==> src/sv/pts_pkg.sv <==
// ----------------------------------------------------------------------------
// pts_pkg - shared types and constants for the priority task scheduler
// Sizes of the ready queues and sleep list, command and status codes, and the
// command/status bundles between controller and datapath.
// ----------------------------------------------------------------------------
package pts_pkg;

   localparam int PRIORITY_LEVELS = 3;
   localparam int MAX_TASKS       = 16;

   localparam int TASK_W  = 4;
   localparam int CMD_W   = 2;
   localparam int TIME_W  = 64;
   localparam int WOKEN_W = 5;
   localparam int STAT_W  = 2;

   localparam int IDX_W   = (MAX_TASKS > 1) ? $clog2(MAX_TASKS) : 1;
   localparam int CNT_W   = $clog2(MAX_TASKS + 1);
   localparam int SUM_W   = CNT_W + 1;
   localparam int Q_W     = (PRIORITY_LEVELS > 1) ? $clog2(PRIORITY_LEVELS) : 1;
   localparam int ADDR_W  = $clog2(PRIORITY_LEVELS * MAX_TASKS);
   localparam int WSAT_W  = (CNT_W > WOKEN_W) ? CNT_W : WOKEN_W;
   localparam int WOKEN_MAX = (1 << WOKEN_W) - 1;

   typedef enum logic [CMD_W-1:0] {
      CMD_RESUME = 2'd0,
      CMD_SLEEP  = 2'd1,
      CMD_YIELD  = 2'd2,
      CMD_BLOCK  = 2'd3
   } cmd_type;

   typedef enum logic [STAT_W-1:0] {
      ST_OK   = 2'd0,
      ST_FULL = 2'd1,
      ST_NONE = 2'd2
   } status_type;

   // controller -> datapath
   typedef struct packed {
      logic accept;     // input word taken this cycle
      logic scan_step;  // sleep list sweep active
      logic pick;       // dequeue from highest non-empty queue
      logic load;       // load result register
   } dp_cmd_type;

   // datapath -> controller
   typedef struct packed {
      logic scan_done;
   } dp_stat_type;

endpackage

==> src/sv/pts_ifs.sv <==
// ----------------------------------------------------------------------------
// pts_ifs - request and response channels of the task scheduler
// Valid/ready channels; a word moves when valid and ready are both high.
// ----------------------------------------------------------------------------
interface pts_req_if;
   logic                         valid;
   logic                         ready;
   logic [pts_pkg::CMD_W-1:0]    cmd;
   logic [pts_pkg::TASK_W-1:0]   task_id;
   logic [pts_pkg::TIME_W-1:0]   wake_time;
   logic [pts_pkg::TIME_W-1:0]   now_time;
   logic                         idle_task;

   modport source (output valid, cmd, task_id, wake_time, now_time, idle_task,
                   input ready);
   modport sink   (input valid, cmd, task_id, wake_time, now_time, idle_task,
                   output ready);
endinterface

interface pts_rsp_if;
   logic                         valid;
   logic                         ready;
   logic [pts_pkg::TASK_W-1:0]   next_task;
   logic                         switch_needed;
   logic [pts_pkg::WOKEN_W-1:0]  woken_count;
   logic [pts_pkg::STAT_W-1:0]   status;

   modport source (output valid, next_task, switch_needed, woken_count, status,
                   input ready);
   modport sink   (input valid, next_task, switch_needed, woken_count, status,
                   output ready);
endinterface

==> src/sv/pts_ctrl.sv <==
// ----------------------------------------------------------------------------
// pts_ctrl - scheduler sequencer
// Steps each command through accept, sleep list sweep, dequeue and result;
// resume, sleep and idle yield go straight from accept to result.
module pts_ctrl (
   input  logic                     clock,
   input  logic                     reset,
   input  logic                     req_valid,
   input  logic [pts_pkg::CMD_W-1:0] req_cmd,
   input  logic                     req_idle_task,
   output logic                     req_ready,
   output logic                     rsp_valid,
   input  logic                     rsp_ready,
   output pts_pkg::dp_cmd_type      dp_cmd,
   input  pts_pkg::dp_stat_type     dp_stat
);
   import pts_pkg::*;

   typedef enum logic [1:0] {
      S_IDLE,
      S_SCAN,
      S_PICK,
      S_FINISH
   } state_type;

   state_type state_ff;
   logic      rsp_valid_ff;
   logic      accept;
   cmd_type   cmd;

   assign cmd       = cmd_type'(req_cmd);
   assign req_ready = (state_ff == S_IDLE) && (!rsp_valid_ff || rsp_ready);
   assign accept    = req_valid && req_ready;
   assign rsp_valid = rsp_valid_ff;

   always_comb begin
      dp_cmd.accept    = accept;
      dp_cmd.scan_step = (state_ff == S_SCAN);
      dp_cmd.pick      = (state_ff == S_PICK);
      dp_cmd.load      = (state_ff == S_FINISH);
   end

   always_ff @(posedge clock) begin
      if (reset) begin
         state_ff     <= S_IDLE;
         rsp_valid_ff <= 1'b0;
      end else begin
         if (rsp_valid_ff && rsp_ready) begin
            rsp_valid_ff <= 1'b0;
         end
         unique case (state_ff)
            S_IDLE: begin
               if (accept) begin
                  if ((cmd == CMD_BLOCK) || ((cmd == CMD_YIELD) && !req_idle_task)) begin
                     state_ff <= S_SCAN;
                  end else begin
                     state_ff <= S_FINISH;
                  end
               end
            end
            S_SCAN: begin
               if (dp_stat.scan_done) begin
                  state_ff <= S_PICK;
               end
            end
            S_PICK: begin
               state_ff <= S_FINISH;
            end
            S_FINISH: begin
               rsp_valid_ff <= 1'b1;
               state_ff     <= S_IDLE;
            end
            default: begin
               state_ff <= S_IDLE;
            end
         endcase
      end
   end

endmodule

==> src/sv/pts_dp.sv <==
// ----------------------------------------------------------------------------
// pts_dp - scheduler datapath
// Ready queue memory with per-queue head/count, sleep list memory with a
// compacting sweep, deadline compare and the result register.
// ----------------------------------------------------------------------------
module pts_dp (
   input  logic                        clock,
   input  logic                        reset,
   input  pts_pkg::dp_cmd_type         dp_cmd,
   output pts_pkg::dp_stat_type        dp_stat,
   input  logic [pts_pkg::CMD_W-1:0]   req_cmd,
   input  logic [pts_pkg::TASK_W-1:0]  req_task_id,
   input  logic [pts_pkg::TIME_W-1:0]  req_wake_time,
   input  logic [pts_pkg::TIME_W-1:0]  req_now_time,
   input  logic                        req_idle_task,
   output logic [pts_pkg::TASK_W-1:0]  rsp_next_task,
   output logic                        rsp_switch_needed,
   output logic [pts_pkg::WOKEN_W-1:0] rsp_woken_count,
   output logic [pts_pkg::STAT_W-1:0]  rsp_status
);
   import pts_pkg::*;

   // memories
   logic [TASK_W-1:0] ready_mem [PRIORITY_LEVELS*MAX_TASKS];
   logic [TASK_W-1:0] sl_id_mem [MAX_TASKS];
   logic [TIME_W-1:0] sl_dl_mem [MAX_TASKS];

   // queue control
   logic [IDX_W-1:0] head_ff [PRIORITY_LEVELS];
   logic [IDX_W-1:0] head_in [PRIORITY_LEVELS];
   logic [CNT_W-1:0] cnt_ff  [PRIORITY_LEVELS];
   logic [CNT_W-1:0] cnt_in  [PRIORITY_LEVELS];
   logic [CNT_W-1:0] sl_count_ff, sl_count_in;

   // per-item state
   logic [TASK_W-1:0] id_ff;
   logic [TIME_W-1:0] now_ff;
   logic              dropped_ff, dropped_in;
   logic [CNT_W-1:0]  woken_ff, woken_in;
   logic [CNT_W-1:0]  kept_ff, kept_in;
   logic [CNT_W-1:0]  scan_idx_ff, scan_idx_in;
   logic              ev_vld_ff, ev_vld_in;
   logic              picked_ff, picked_in;
   logic              empty_ff, empty_in;

   // registered read data
   logic [TASK_W-1:0] sl_id_rd_ff;
   logic [TIME_W-1:0] sl_dl_rd_ff;
   logic [TASK_W-1:0] rd_task_ff;

   cmd_type           cmd;
   logic              push_q1, push_req, push_full, push_en;
   logic [TASK_W-1:0] push_id;
   logic [IDX_W-1:0]  push_head;
   logic [CNT_W-1:0]  push_cnt;
   logic [SUM_W-1:0]  tail_sum;
   logic [IDX_W-1:0]  tail_pos;
   logic [ADDR_W-1:0] push_addr;
   logic              eval, expired, scan_issue, scan_done;
   logic              pick_any;
   logic [Q_W-1:0]    pick_q;
   logic [IDX_W-1:0]  pick_head;
   logic [ADDR_W-1:0] pick_addr;
   logic              pick_rd;
   logic              sl_wr_en;
   logic [IDX_W-1:0]  sl_wr_addr;
   logic [TASK_W-1:0] sl_wr_id;
   logic [TIME_W-1:0] sl_wr_dl;
   logic              sleep_ok;
   logic [WSAT_W-1:0] woken_ext;
   logic [WOKEN_W-1:0] woken_sat;

   assign cmd = cmd_type'(req_cmd);

   // sweep: issue a read per cycle, evaluate it the next cycle
   assign eval       = dp_cmd.scan_step && ev_vld_ff;
   assign expired    = (sl_dl_rd_ff <= now_ff);
   assign scan_issue = dp_cmd.scan_step && (scan_idx_ff != sl_count_ff);
   assign scan_done  = dp_cmd.scan_step && (scan_idx_ff == sl_count_ff) && !ev_vld_ff;
   assign dp_stat.scan_done = scan_done;

   // ready queue append: resume (q0), non-idle yield (q1) or woken sleeper (q0)
   always_comb begin
      push_q1   = dp_cmd.accept && (cmd == CMD_YIELD) && !req_idle_task;
      push_req  = (dp_cmd.accept && (cmd == CMD_RESUME)) || push_q1 || (eval && expired);
      push_id   = eval ? sl_id_rd_ff : req_task_id;
      push_head = push_q1 ? head_ff[1] : head_ff[0];
      push_cnt  = push_q1 ? cnt_ff[1]  : cnt_ff[0];
      push_full = (push_cnt == CNT_W'(MAX_TASKS));
      push_en   = push_req && !push_full;
      tail_sum  = SUM_W'(push_head) + SUM_W'(push_cnt);
      if (tail_sum >= SUM_W'(MAX_TASKS)) begin
         tail_sum = tail_sum - SUM_W'(MAX_TASKS);
      end
      tail_pos  = tail_sum[IDX_W-1:0];
      push_addr = (push_q1 ? ADDR_W'(MAX_TASKS) : ADDR_W'(0)) + ADDR_W'(tail_pos);
   end

   // highest priority non-empty queue
   always_comb begin
      pick_any  = 1'b0;
      pick_q    = '0;
      pick_head = '0;
      for (int q = PRIORITY_LEVELS - 1; q >= 0; q--) begin
         if (cnt_ff[q] != '0) begin
            pick_any  = 1'b1;
            pick_q    = Q_W'(q);
            pick_head = head_ff[q];
         end
      end
      pick_addr = ADDR_W'(pick_q) * ADDR_W'(MAX_TASKS) + ADDR_W'(pick_head);
      pick_rd   = dp_cmd.pick && pick_any;
   end

   always_comb begin
      for (int q = 0; q < PRIORITY_LEVELS; q++) begin
         head_in[q] = head_ff[q];
         cnt_in[q]  = cnt_ff[q];
         if (push_en && ((q == 1) == push_q1) && (q < 2)) begin
            cnt_in[q] = cnt_ff[q] + CNT_W'(1);
         end
         if (pick_rd && (pick_q == Q_W'(q))) begin
            cnt_in[q]  = cnt_ff[q] - CNT_W'(1);
            head_in[q] = (head_ff[q] == IDX_W'(MAX_TASKS - 1)) ? '0
                                                             : head_ff[q] + IDX_W'(1);
         end
      end
   end

   // sleep list writes: append on sleep, compact during the sweep
   always_comb begin
      sleep_ok   = dp_cmd.accept && (cmd == CMD_SLEEP) && (sl_count_ff != CNT_W'(MAX_TASKS));
      sl_wr_en   = sleep_ok || (eval && !expired);
      sl_wr_addr = eval ? kept_ff[IDX_W-1:0] : sl_count_ff[IDX_W-1:0];
      sl_wr_id   = eval ? sl_id_rd_ff : req_task_id;
      sl_wr_dl   = eval ? sl_dl_rd_ff : req_wake_time;
   end

   always_comb begin
      sl_count_in = sl_count_ff;
      dropped_in  = dropped_ff;
      woken_in    = woken_ff;
      kept_in     = kept_ff;
      scan_idx_in = scan_idx_ff;
      ev_vld_in   = scan_issue;
      picked_in   = picked_ff;
      empty_in    = empty_ff;
      if (dp_cmd.accept) begin
         woken_in    = '0;
         kept_in     = '0;
         scan_idx_in = '0;
         picked_in   = 1'b0;
         empty_in    = 1'b0;
         unique case (cmd)
            CMD_RESUME: dropped_in = push_full;
            CMD_SLEEP:  dropped_in = (sl_count_ff == CNT_W'(MAX_TASKS));
            CMD_YIELD:  dropped_in = !req_idle_task && push_full;
            CMD_BLOCK:  dropped_in = 1'b0;
            default:    dropped_in = 1'b0;
         endcase
         if (sleep_ok) begin
            sl_count_in = sl_count_ff + CNT_W'(1);
         end
      end
      if (scan_issue) begin
         scan_idx_in = scan_idx_ff + CNT_W'(1);
      end
      if (eval) begin
         if (!expired) begin
            kept_in = kept_ff + CNT_W'(1);
         end else if (push_full) begin
            dropped_in = 1'b1;
         end else begin
            woken_in = woken_ff + CNT_W'(1);
         end
      end
      if (scan_done) begin
         sl_count_in = kept_ff;
      end
      if (dp_cmd.pick) begin
         picked_in = 1'b1;
         empty_in  = !pick_any;
      end
   end

   always_ff @(posedge clock) begin
      if (reset) begin
         for (int q = 0; q < PRIORITY_LEVELS; q++) begin
            head_ff[q] <= '0;
            cnt_ff[q]  <= '0;
         end
         sl_count_ff <= '0;
         dropped_ff  <= 1'b0;
         woken_ff    <= '0;
         kept_ff     <= '0;
         scan_idx_ff <= '0;
         ev_vld_ff   <= 1'b0;
         picked_ff   <= 1'b0;
         empty_ff    <= 1'b0;
      end else begin
         for (int q = 0; q < PRIORITY_LEVELS; q++) begin
            head_ff[q] <= head_in[q];
            cnt_ff[q]  <= cnt_in[q];
         end
         sl_count_ff <= sl_count_in;
         dropped_ff  <= dropped_in;
         woken_ff    <= woken_in;
         kept_ff     <= kept_in;
         scan_idx_ff <= scan_idx_in;
         ev_vld_ff   <= ev_vld_in;
         picked_ff   <= picked_in;
         empty_ff    <= empty_in;
      end
   end

   always_ff @(posedge clock) begin
      if (dp_cmd.accept) begin
         id_ff  <= req_task_id;
         now_ff <= req_now_time;
      end
   end

   always_ff @(posedge clock) begin
      if (push_en) begin
         ready_mem[push_addr] <= push_id;
      end
      if (pick_rd) begin
         rd_task_ff <= ready_mem[pick_addr];
      end
   end

   always_ff @(posedge clock) begin
      if (sl_wr_en) begin
         sl_id_mem[sl_wr_addr] <= sl_wr_id;
         sl_dl_mem[sl_wr_addr] <= sl_wr_dl;
      end
      if (scan_issue) begin
         sl_id_rd_ff <= sl_id_mem[scan_idx_ff[IDX_W-1:0]];
         sl_dl_rd_ff <= sl_dl_mem[scan_idx_ff[IDX_W-1:0]];
      end
   end

   // result register
   assign woken_ext = WSAT_W'(woken_ff);
   assign woken_sat = (woken_ext > WSAT_W'(WOKEN_MAX)) ? WOKEN_W'(WOKEN_MAX)
                                                     : woken_ext[WOKEN_W-1:0];

   always_ff @(posedge clock) begin
      if (dp_cmd.load) begin
         rsp_woken_count <= woken_sat;
         if (picked_ff && !empty_ff) begin
            rsp_next_task     <= rd_task_ff;
            rsp_switch_needed <= (rd_task_ff != id_ff);
            rsp_status        <= dropped_ff ? ST_FULL : ST_OK;
         end else begin
            rsp_next_task     <= id_ff;
            rsp_switch_needed <= 1'b0;
            if (picked_ff) begin
               rsp_status <= ST_NONE;
            end else begin
               rsp_status <= dropped_ff ? ST_FULL : ST_OK;
            end
         end
      end
   end

endmodule

==> src/sv/priority_task_scheduler_with_sleep.sv <==
// ----------------------------------------------------------------------------
// priority_task_scheduler_with_sleep - multilevel ready queues plus sleep list
// Resume/sleep/yield/block commands in, one scheduling result word out.
// ----------------------------------------------------------------------------
//  channel | dir | fields                                             | role
//  req_ch  | in  | cmd, task_id, wake_time, now_time, idle_task       | command word
//  rsp_ch  | out | next_task, switch_needed, woken_count, status      | result word
//
//  Resume, sleep and idle yield go from accept straight to S_FINISH, then result valid.
//  Block and non-idle yield pass through S_SCAN, S_PICK and S_FINISH; the sweep
//  reads one entry per cycle through its single read port.
//  One word in flight; a new word is taken in the cycle the result is taken.
//  Synchronous active-high reset empties all queues and the sleep list.
//  Result holds steady while rsp_ch.ready is low.
// ----------------------------------------------------------------------------
module priority_task_scheduler_with_sleep (
   input logic       clock,
   input logic       reset,
   pts_req_if.sink   req_ch,
   pts_rsp_if.source rsp_ch
);
   import pts_pkg::*;

   dp_cmd_type  dp_cmd;
   dp_stat_type dp_stat;

   // sequencer: owns handshake and result valid
   pts_ctrl u_ctrl (
      .clock         (clock),
      .reset         (reset),
      .req_valid     (req_ch.valid),
      .req_cmd       (req_ch.cmd),
      .req_idle_task (req_ch.idle_task),
      .req_ready     (req_ch.ready),
      .rsp_valid     (rsp_ch.valid),
      .rsp_ready     (rsp_ch.ready),
      .dp_cmd        (dp_cmd),
      .dp_stat       (dp_stat)
   );

   // queues, sleep list and result register
   pts_dp u_dp (
      .clock             (clock),
      .reset             (reset),
      .dp_cmd            (dp_cmd),
      .dp_stat           (dp_stat),
      .req_cmd           (req_ch.cmd),
      .req_task_id       (req_ch.task_id),
      .req_wake_time     (req_ch.wake_time),
      .req_now_time      (req_ch.now_time),
      .req_idle_task     (req_ch.idle_task),
      .rsp_next_task     (rsp_ch.next_task),
      .rsp_switch_needed (rsp_ch.switch_needed),
      .rsp_woken_count   (rsp_ch.woken_count),
      .rsp_status        (rsp_ch.status)
   );

endmodule
==> src/flat_wrapper.sv <==
// flat-port wrapper written by rule: the top's interface ports become plain ports
module priority_task_scheduler_with_sleep_flat import pts_pkg::*;
  (clock, reset, req_ch_valid, req_ch_cmd, req_ch_task_id, req_ch_wake_time, req_ch_now_time, req_ch_idle_task, req_ch_ready, rsp_ch_valid, rsp_ch_next_task, rsp_ch_switch_needed, rsp_ch_woken_count, rsp_ch_status, rsp_ch_ready);
  pts_req_if req_ch_i ();
  pts_rsp_if rsp_ch_i ();
  input logic clock;
  input logic reset;
  input wire logic [$bits(req_ch_i.valid)-1:0] req_ch_valid;
  input wire logic [$bits(req_ch_i.cmd)-1:0] req_ch_cmd;
  input wire logic [$bits(req_ch_i.task_id)-1:0] req_ch_task_id;
  input wire logic [$bits(req_ch_i.wake_time)-1:0] req_ch_wake_time;
  input wire logic [$bits(req_ch_i.now_time)-1:0] req_ch_now_time;
  input wire logic [$bits(req_ch_i.idle_task)-1:0] req_ch_idle_task;
  output wire logic [$bits(req_ch_i.ready)-1:0] req_ch_ready;
  output wire logic [$bits(rsp_ch_i.valid)-1:0] rsp_ch_valid;
  output wire logic [$bits(rsp_ch_i.next_task)-1:0] rsp_ch_next_task;
  output wire logic [$bits(rsp_ch_i.switch_needed)-1:0] rsp_ch_switch_needed;
  output wire logic [$bits(rsp_ch_i.woken_count)-1:0] rsp_ch_woken_count;
  output wire logic [$bits(rsp_ch_i.status)-1:0] rsp_ch_status;
  input wire logic [$bits(rsp_ch_i.ready)-1:0] rsp_ch_ready;
  assign req_ch_i.valid = req_ch_valid;
  assign req_ch_i.cmd = req_ch_cmd;
  assign req_ch_i.task_id = req_ch_task_id;
  assign req_ch_i.wake_time = req_ch_wake_time;
  assign req_ch_i.now_time = req_ch_now_time;
  assign req_ch_i.idle_task = req_ch_idle_task;
  assign req_ch_ready = req_ch_i.ready;
  assign rsp_ch_valid = rsp_ch_i.valid;
  assign rsp_ch_next_task = rsp_ch_i.next_task;
  assign rsp_ch_switch_needed = rsp_ch_i.switch_needed;
  assign rsp_ch_woken_count = rsp_ch_i.woken_count;
  assign rsp_ch_status = rsp_ch_i.status;
  assign rsp_ch_i.ready = rsp_ch_ready;
  priority_task_scheduler_with_sleep u_core (.clock(clock), .reset(reset), .req_ch(req_ch_i), .rsp_ch(rsp_ch_i));
endmodule
==> config.mk <==
export PLATFORM = sky130hd
export DESIGN_NAME = priority_task_scheduler_with_sleep_flat
export DESIGN_NICKNAME = d
export VERILOG_FILES = /design/src/sv/pts_pkg.sv /design/src/sv/pts_ifs.sv /design/src/sv/pts_ctrl.sv /design/src/sv/pts_dp.sv /design/src/sv/priority_task_scheduler_with_sleep.sv /design/src/flat_wrapper.sv
export SDC_FILE = /design/constraint.sdc
export NUM_CORES = 2
export LEC_CHECK = 0
export BUFFER_PORTS_ARGS = -buffer_cell sky130_fd_sc_hd__clkbuf_2
export CAP_MARGIN = 10
export CORE_AREA = 2 2 505 256
export CTS_CLUSTER_SIZE = 16
export DETAILED_ROUTE_END_ITERATION = 10
export DIE_AREA = 0 0 507 258
export REMOVE_ABC_BUFFERS = 1
export SLEW_MARGIN = 25
export SYNTH_ARGS = -nofsm -noshare
export SYNTH_HDL_FRONTEND = slang
export SYNTH_SLANG_ARGS = --single-unit
export TNS_END_PERCENT = 20
==> constraint.sdc <==
create_clock -name clock -period 19.4 [get_ports clock]
set_clock_uncertainty 0.15 [all_clocks]
set_input_delay 1.94 -clock clock [delete_from_list [all_inputs] [get_ports clock]]
set_output_delay 1.94 -clock clock [all_outputs]
set_load 0.05 [all_outputs]
======== After elaboration in Yosys (flattened, before gate mapping) ========
Memory sizes are Yosys's and may differ from the RTL's. A register that Yosys moved wholly into a read port is not among the register bits.
Index checks and enable logic that the tools add are counted.
Widths: inputs -> output; s select.
storage, ports and cells
  register bits ........................... 107
  memory bits (writable) .................. 1307
  bits of input ports ..................... 139
  output and inout bits ................... 14
  logic and storage cells ................. 185
  memories kept ........................... 5
memory list
  name                   depth  width  read ports  clocked after memory_dff  write ports  line          text
  u_core.u_dp.sl_dl_mem  16     64     1           1                         1            pts_dp.sv:26  logic [TIME_W-1:0] sl_dl_mem [MAX_TASKS];
  u_core.u_dp.ready_mem  48     4      1           1                         1            pts_dp.sv:24  logic [TASK_W-1:0] ready_mem [PRIORITY_LEVELS*MAX_TASKS];
  u_core.u_dp.sl_id_mem  16     4      1           1                         1            pts_dp.sv:25  logic [TASK_W-1:0] sl_id_mem [MAX_TASKS];
  u_core.u_dp.cnt_ff     3      5      3           0                         3            pts_dp.sv:31  logic [CNT_W-1:0] cnt_ff [PRIORITY_LEVELS];
  u_core.u_dp.head_ff    3      4      3           0                         3            pts_dp.sv:29  logic [IDX_W-1:0] head_ff [PRIORITY_LEVELS];
operators by class
  $add $sub $neg .......................... 16
  magnitude comparators ................... 3
  equality and inequality tests ........... 19
  mux-type cells .......................... 70
  bitwise logic cells ..................... 7
  reduce and logical (&&, ||, !) cells .... 49
operators by type and width
  kind                 count
  $mux 5               22
  $mux 4               17
  $le 64x64->1         1
  $mux 64              1
  $add 5x1->5 const B  6
  $logic_and 1x1->1    24
  $mux 1               20
  $mux 2               8
  $reduce_bool 5->1    3
  $sub 5x1->5 const B  3
  $add 4x1->4 const B  3
  $eq 4x4->1 const B   3
  $eq 2x2->1 const B   5
  $eq 5x5->1 const B   2
  $reduce_bool 2->1    5
  $pmux 2 s4           1
  $logic_not 1->1      7
  $add 4x5->6          1
  $add 5x4->6          1
  $add 6x4->6          1
  $eq 2x1->1 const B   3
  $ge 6x5->1 const B   1
  $logic_not 2->1      3
  $or 1x1->1           6
  12 further kinds     17

======== Logic depth before layout (Yosys ltp) ========
  word-level depth ........................ 14
  gate-level depth with buffers ........... 15
  depth with buffers taken out ............ 13

======== Cells and area by module ========
Synthesis repeated with hierarchy kept, for this count alone.
second synthesis, totals
  cells, all modules ...................... 2870
  area, all modules ....................... 56564.2 µm²
by module, submodules not included
  module    instances  cells an instance  area each (µm²)  sequential area each (µm²)
  pts_dp    1          2841               56310.3          42100.4
  pts_ctrl  1          29                 254.0            60.1

======== Worst setup path before layout ========
No wires, ideal clock.
  path kind ............................... input to register
  from .................................... input port rsp_ch_ready
  to ...................................... memory u_core.u_dp.sl_dl_mem[0][0] (enable)
  library setup time ...................... 516 ps
  arrival time ............................ 6693 ps
  data required time ...................... 18734 ps
  setup slack ............................. 12041 ps
  stages on the path ...................... 6
  buffers on the path ..................... 0
  cells stage by stage .................... nand2b_1 nand3_1 nor4b_2 nand2_1 or3_1 a21oi_1
on the way
  cells in the longest elaborated chain, start to end .. 8
ends and longest elaborated chain
  what                             line                text
  start, declared                  flat_wrapper.sv:20  input wire logic [$bits(rsp_ch_i.ready)-1:0] rsp_ch_ready;
  $logic_or 1x1->1                 pts_ctrl.sv:32      assign req_ready = (state_ff == S_IDLE) && (!rsp_valid_ff || rsp_ready);
  $logic_and 1x1->1                pts_ctrl.sv:32
  $logic_and 1x1->1                pts_ctrl.sv:33      assign accept = req_valid && req_ready;
  $logic_and 1x1->1 (2 in series)  pts_dp.sv:132       sleep_ok = dp_cmd.accept && (cmd == CMD_SLEEP) && (sl_count_ff != CNT_W'(MAX_TASKS));
  $logic_or 1x1->1                 pts_dp.sv:133       sl_wr_en = sleep_ok || (eval && !expired);
  $mux 1                           pts_dp.sv:233       if (sl_wr_en) begin
  $mux 1 (not written as such)     pts_dp.sv:235       sl_dl_mem[sl_wr_addr] <= sl_wr_dl;
  end, declared                    pts_dp.sv:26
Every way passes these cells.

======== Worst setup path in the final report ========
  from .................................... register u_core.u_dp.sl_dl_rd_ff[58], read port of u_core.u_dp.sl_dl_mem
  to ...................................... memory u_core.u_dp.sl_dl_mem[2][3] (enable)
on the way
  cells in the longest elaborated chain, start to end .. 6
ends and longest elaborated chain
  what                          line           text
  start, declared               pts_dp.sv:48   logic [TIME_W-1:0] sl_dl_rd_ff;
  $le 64x64->1                  pts_dp.sv:77   assign expired = (sl_dl_rd_ff <= now_ff);
  $logic_not 1->1               -
  $logic_and 1x1->1             pts_dp.sv:133
  $logic_or 1x1->1              pts_dp.sv:133
  $mux 1                        pts_dp.sv:233
  $mux 1 (not written as such)  pts_dp.sv:235
Every way passes these cells.

==> out/results.tsv <==
stage	metric	value	unit
outcome	status	finished clean	
finish	final core area utilization	50.3	%
yosys	Seq cells post-synth	1422	
worst_setup_path	crit path from	u_core.u_dp.sl_dl_rd_ff[58]	
yosys	Cells after Synth	2868	
yosys	Mapped Avg Cell Area	19.7	sq um
yosys	top-area cell type share of the netlist area	72.6	%
timing	Tcrit/Tclk final	30.4	%
drt	uppermost layer routed	met5	
drt	WL met3	14600	um
global_route	first-pass GRT wire length	205000	um
worst_setup_path	highest fanout seen on the critical path	29	
yosys	async set-reset flop share out of synthesis	0	%
drt	DR WL/cell	29.0	um
drt	DRC viols	0	
timing	Setup Viol. Count Final	0	
floorplanning	Die X	507	um
floorplanning	Die Area	0.131	sq mm
timing	final hold viol count	0	
yosys	synth warn	0	
global_route	GRT Total Usage	21.8	%
floorplanning	core area	0.127	sq mm
floorplanning	I/O pin count	153	
min_path	Hold Crit Start	u_core.u_dp.woken_ext[3]	
flow_run	Max Cap Violations	0	
yosys	Post-synth EDFFs	1368	
timing	final setup TNS	0	ns
pwr	Max VDD drop	0.0924	mV
timing	Hold Slack	0.328	ns
clock_network	TritonCTS clock tree	built	
yosys	synth top area cells	edfxtp_1 73%, mux4_2 14%, ha_1 1.9%, dfxtp_1 1.9%, nand2_1 1.8%	
global_route	vias in the first global route	29100	
clock_network	clk sinks	1422	
drt	DR vias	28800	
yosys	mux cell area share after synthesis	15.1	%
drt	Antenna Violating Nets Remaining	0	
finish	Post-layout nets	3303	
drt	Post-Route WL	142000	um
yosys	Adder-Cell Fraction of Synth Area	2.05	%
worst_setup_path	reg-to-reg slack, setup	13.50	ns
timing	Worst-Margin Slew	1.10	ns
place	GPL Wtd Cong	0.871	
clock_network	Clock Tree Root	clkbuf_16	
drt	detailed router's first-iteration violation count	3535	
clock_network	CTS Buffer Depth	3	
worst_setup_path	CP required	19.63	ns
timing	final slew viol count	0	
yosys	biggest area consumer among synthesized cells	edfxtp_1	
yosys	main flop type after synthesis	edfxtp_1	
worst_setup_path	RR Startpoint	u_core.u_dp.sl_dl_rd_ff[58]	
clock_network	total CTS buffers	130	
global_route	initial antenna violation count	12	
place	port buffer count	152	
yosys	Seq/Total Area, Yosys	74.5	%
yosys	main combinational cell family by area after synthesis	multiplexers	
finish	Area growth, synth to finish	13.0	%
floorplanning	Rows	93	
clock_network	worst skew pair latency	0.76	ns
clock_network	H-tree depth	4	
pwr	Pwr Density	124	mW/mm^2
min_path	Hold WC Path Type	flip-flop to flip-flop	
yosys	Simple-Gate Fraction of Synth Area	3.98	%
timing	Final min period	5.90	ns
worst_setup_path	crit start category	flip-flop	
drt	TritonRoute pass-1 iters	6	
global_route	grt ovf	0	
timing	fmax	169	MHz
place	DP HPWL	83800	um
floorplanning	Die Y	258	um
pwr	Lkg Pwr	20.5	nW
finish	layout cells sized above 1	25.9	%
drt	M1 WL	64200	um
finish	fill count	10100	
yosys	Synth Area in Compound Gates	2.32	%
worst_setup_path	worst path arrival time	6.13	ns
drt	DR vias/cell	5.88	
worst_setup_path	critical path capture point type	flip-flop	
drt	wire length on met2	60400	um
global_route	largest net degree at the start of global routing	114	
clock_network	Hold Buf Count CTS	0	
worst_setup_path	critical path class	flip-flop to flip-flop	
yosys	Cell Area, Synth	0.0566	sq mm
clock_network	Post-CTS Setup Bufs	0	
clock_network	post_cts resized	0	
timing	slew margin rel.	26.8	%
yosys	Synth cell types	81	
clock_network	clk slew on worst S/H paths	0.06	ns
yosys	Post-Synth XOR/XNOR Area	0.495	%
floorplanning	starting density of the core	44.6	%
timing	RSZ-0062 raised after global routing	false	
placed cells by master (no fill, tap or decap), types with 12 or more instances in the layout:
cell,count
ha_1,88
xnor2_1,13
xor2_1,19
o21ai_0,31
mux2i_1,37
mux2_2,18
nor2_4,13
nor2_1,77
clkbuf_1,18
nand3_1,18
nand4_1,23
mux4_2,353
clkinv_2,22
buf_4,39
edfxtp_1,1368
clkbuf_2,152
bufinv_16,15
clkinv_1,27
nand2_1,264
a211oi_1,12
inv_1,84
clkbuf_16,134
nor3_1,23
a21oi_1,71
dfxtp_1,50
per-layer routing:
metal  vias to the layer above  track usage [%]
met1                     15200             33.7
met5                         -                0
met3                       156             6.55
met4                         4             5.21
li1                      12000                -
met2                      1346             30.3
report_power, final:
part	leakage, nW	switching (W)	internal, W
combinational	5.61	0.000960	0.000628
clock	2.09	0.00114	0.00147
sequential	12.8	0.0000978	0.00360
flip-flops by register name (all words and copies together), names as in the netlist, 12 cells and up:
name                     flops
u_core.u_dp.cnt_ff          15
u_core.u_dp.head_ff         12
u_core.u_dp.now_ff          64
u_core.u_dp.ready_mem      128
u_core.u_dp.sl_dl_mem     1024
u_core.u_dp.sl_dl_rd_ff     64
u_core.u_dp.sl_id_mem       64
cell families after synthesis:
| kind of cell | after synthesis |
|---|---|
| AOI/OAI and AO/OA | 198 |
| xor gates and xnor gates | 32 |
| adders and majority gates | 91 |
| buffers and inverters | 217 |
| DFF | 1422 |
| muxes | 410 |
| and+or+nand+nor | 498 |
cell type report:
cell class	count	area [sq um]	area share (%)
flip-flops and latches	1422	42200	65.9
multi-input cells	1229	13800	21.5
clock buffers	152	3420	5.35
well taps	1710	2140	3.35
repair buffers	204	1250	1.96
clock inverters	83	858	1.34
inverters	86	328	0.513
diodes	4	10.0	0.0156
Yosys cell counts, types with 19 or more instances:
| library cell | n |
|---|---|
| a21oi_1 | 75 |
| buf_1 | 27 |
| clkbuf_1 | 92 |
| dfxtp_1 | 54 |
| edfxtp_1 | 1368 |
| ha_1 | 88 |
| inv_1 | 86 |
| mux2i_1 | 37 |
| mux4_2 | 353 |
| nand2_1 | 269 |
| nand4_1 | 23 |
| nor2_1 | 89 |
| nor3_1 | 24 |
| o21ai_0 | 32 |
| xor2_1 | 19 |
worst paths after layout:
kind,end,depth (start not counted)
setup reg to reg,u_core.u_dp.sl_dl_mem[2][3],11
hold reg to reg,u_core.u_dp.rsp_woken_count[3],0
setup / recovery,u_core.u_dp.sl_dl_mem[2][3],11
hold / removal,u_core.u_dp.rsp_woken_count[3],0
stage by stage:
step,instance area [sq um],power [W],setup slack (ns),cells
floorplan,56100,0.00500,6.29,2737
global placement,59500,0.00530,13.20,4647
detailed placement,59600,0.00534,13.10,4650
CTS,63900,0.00795,13.40,4885
global route,64000,0.00822,13.20,4888
finish,64000,0.00791,13.50,4890
critical path, cell delays in order, from the launching register on:
cell	delay [ns]
edfxtp_1	0.43
ha_1	0.38
nand4_1	0.34
nor4_4	0.84
nand3_1	0.18
a31oi_1	0.36
or4_1	0.38
a21o_1	0.22
nand2_1	0.24
a21oi_4	0.91
buf_4	0.49
buf_4	0.53
(Power assumes the default switching activity.)
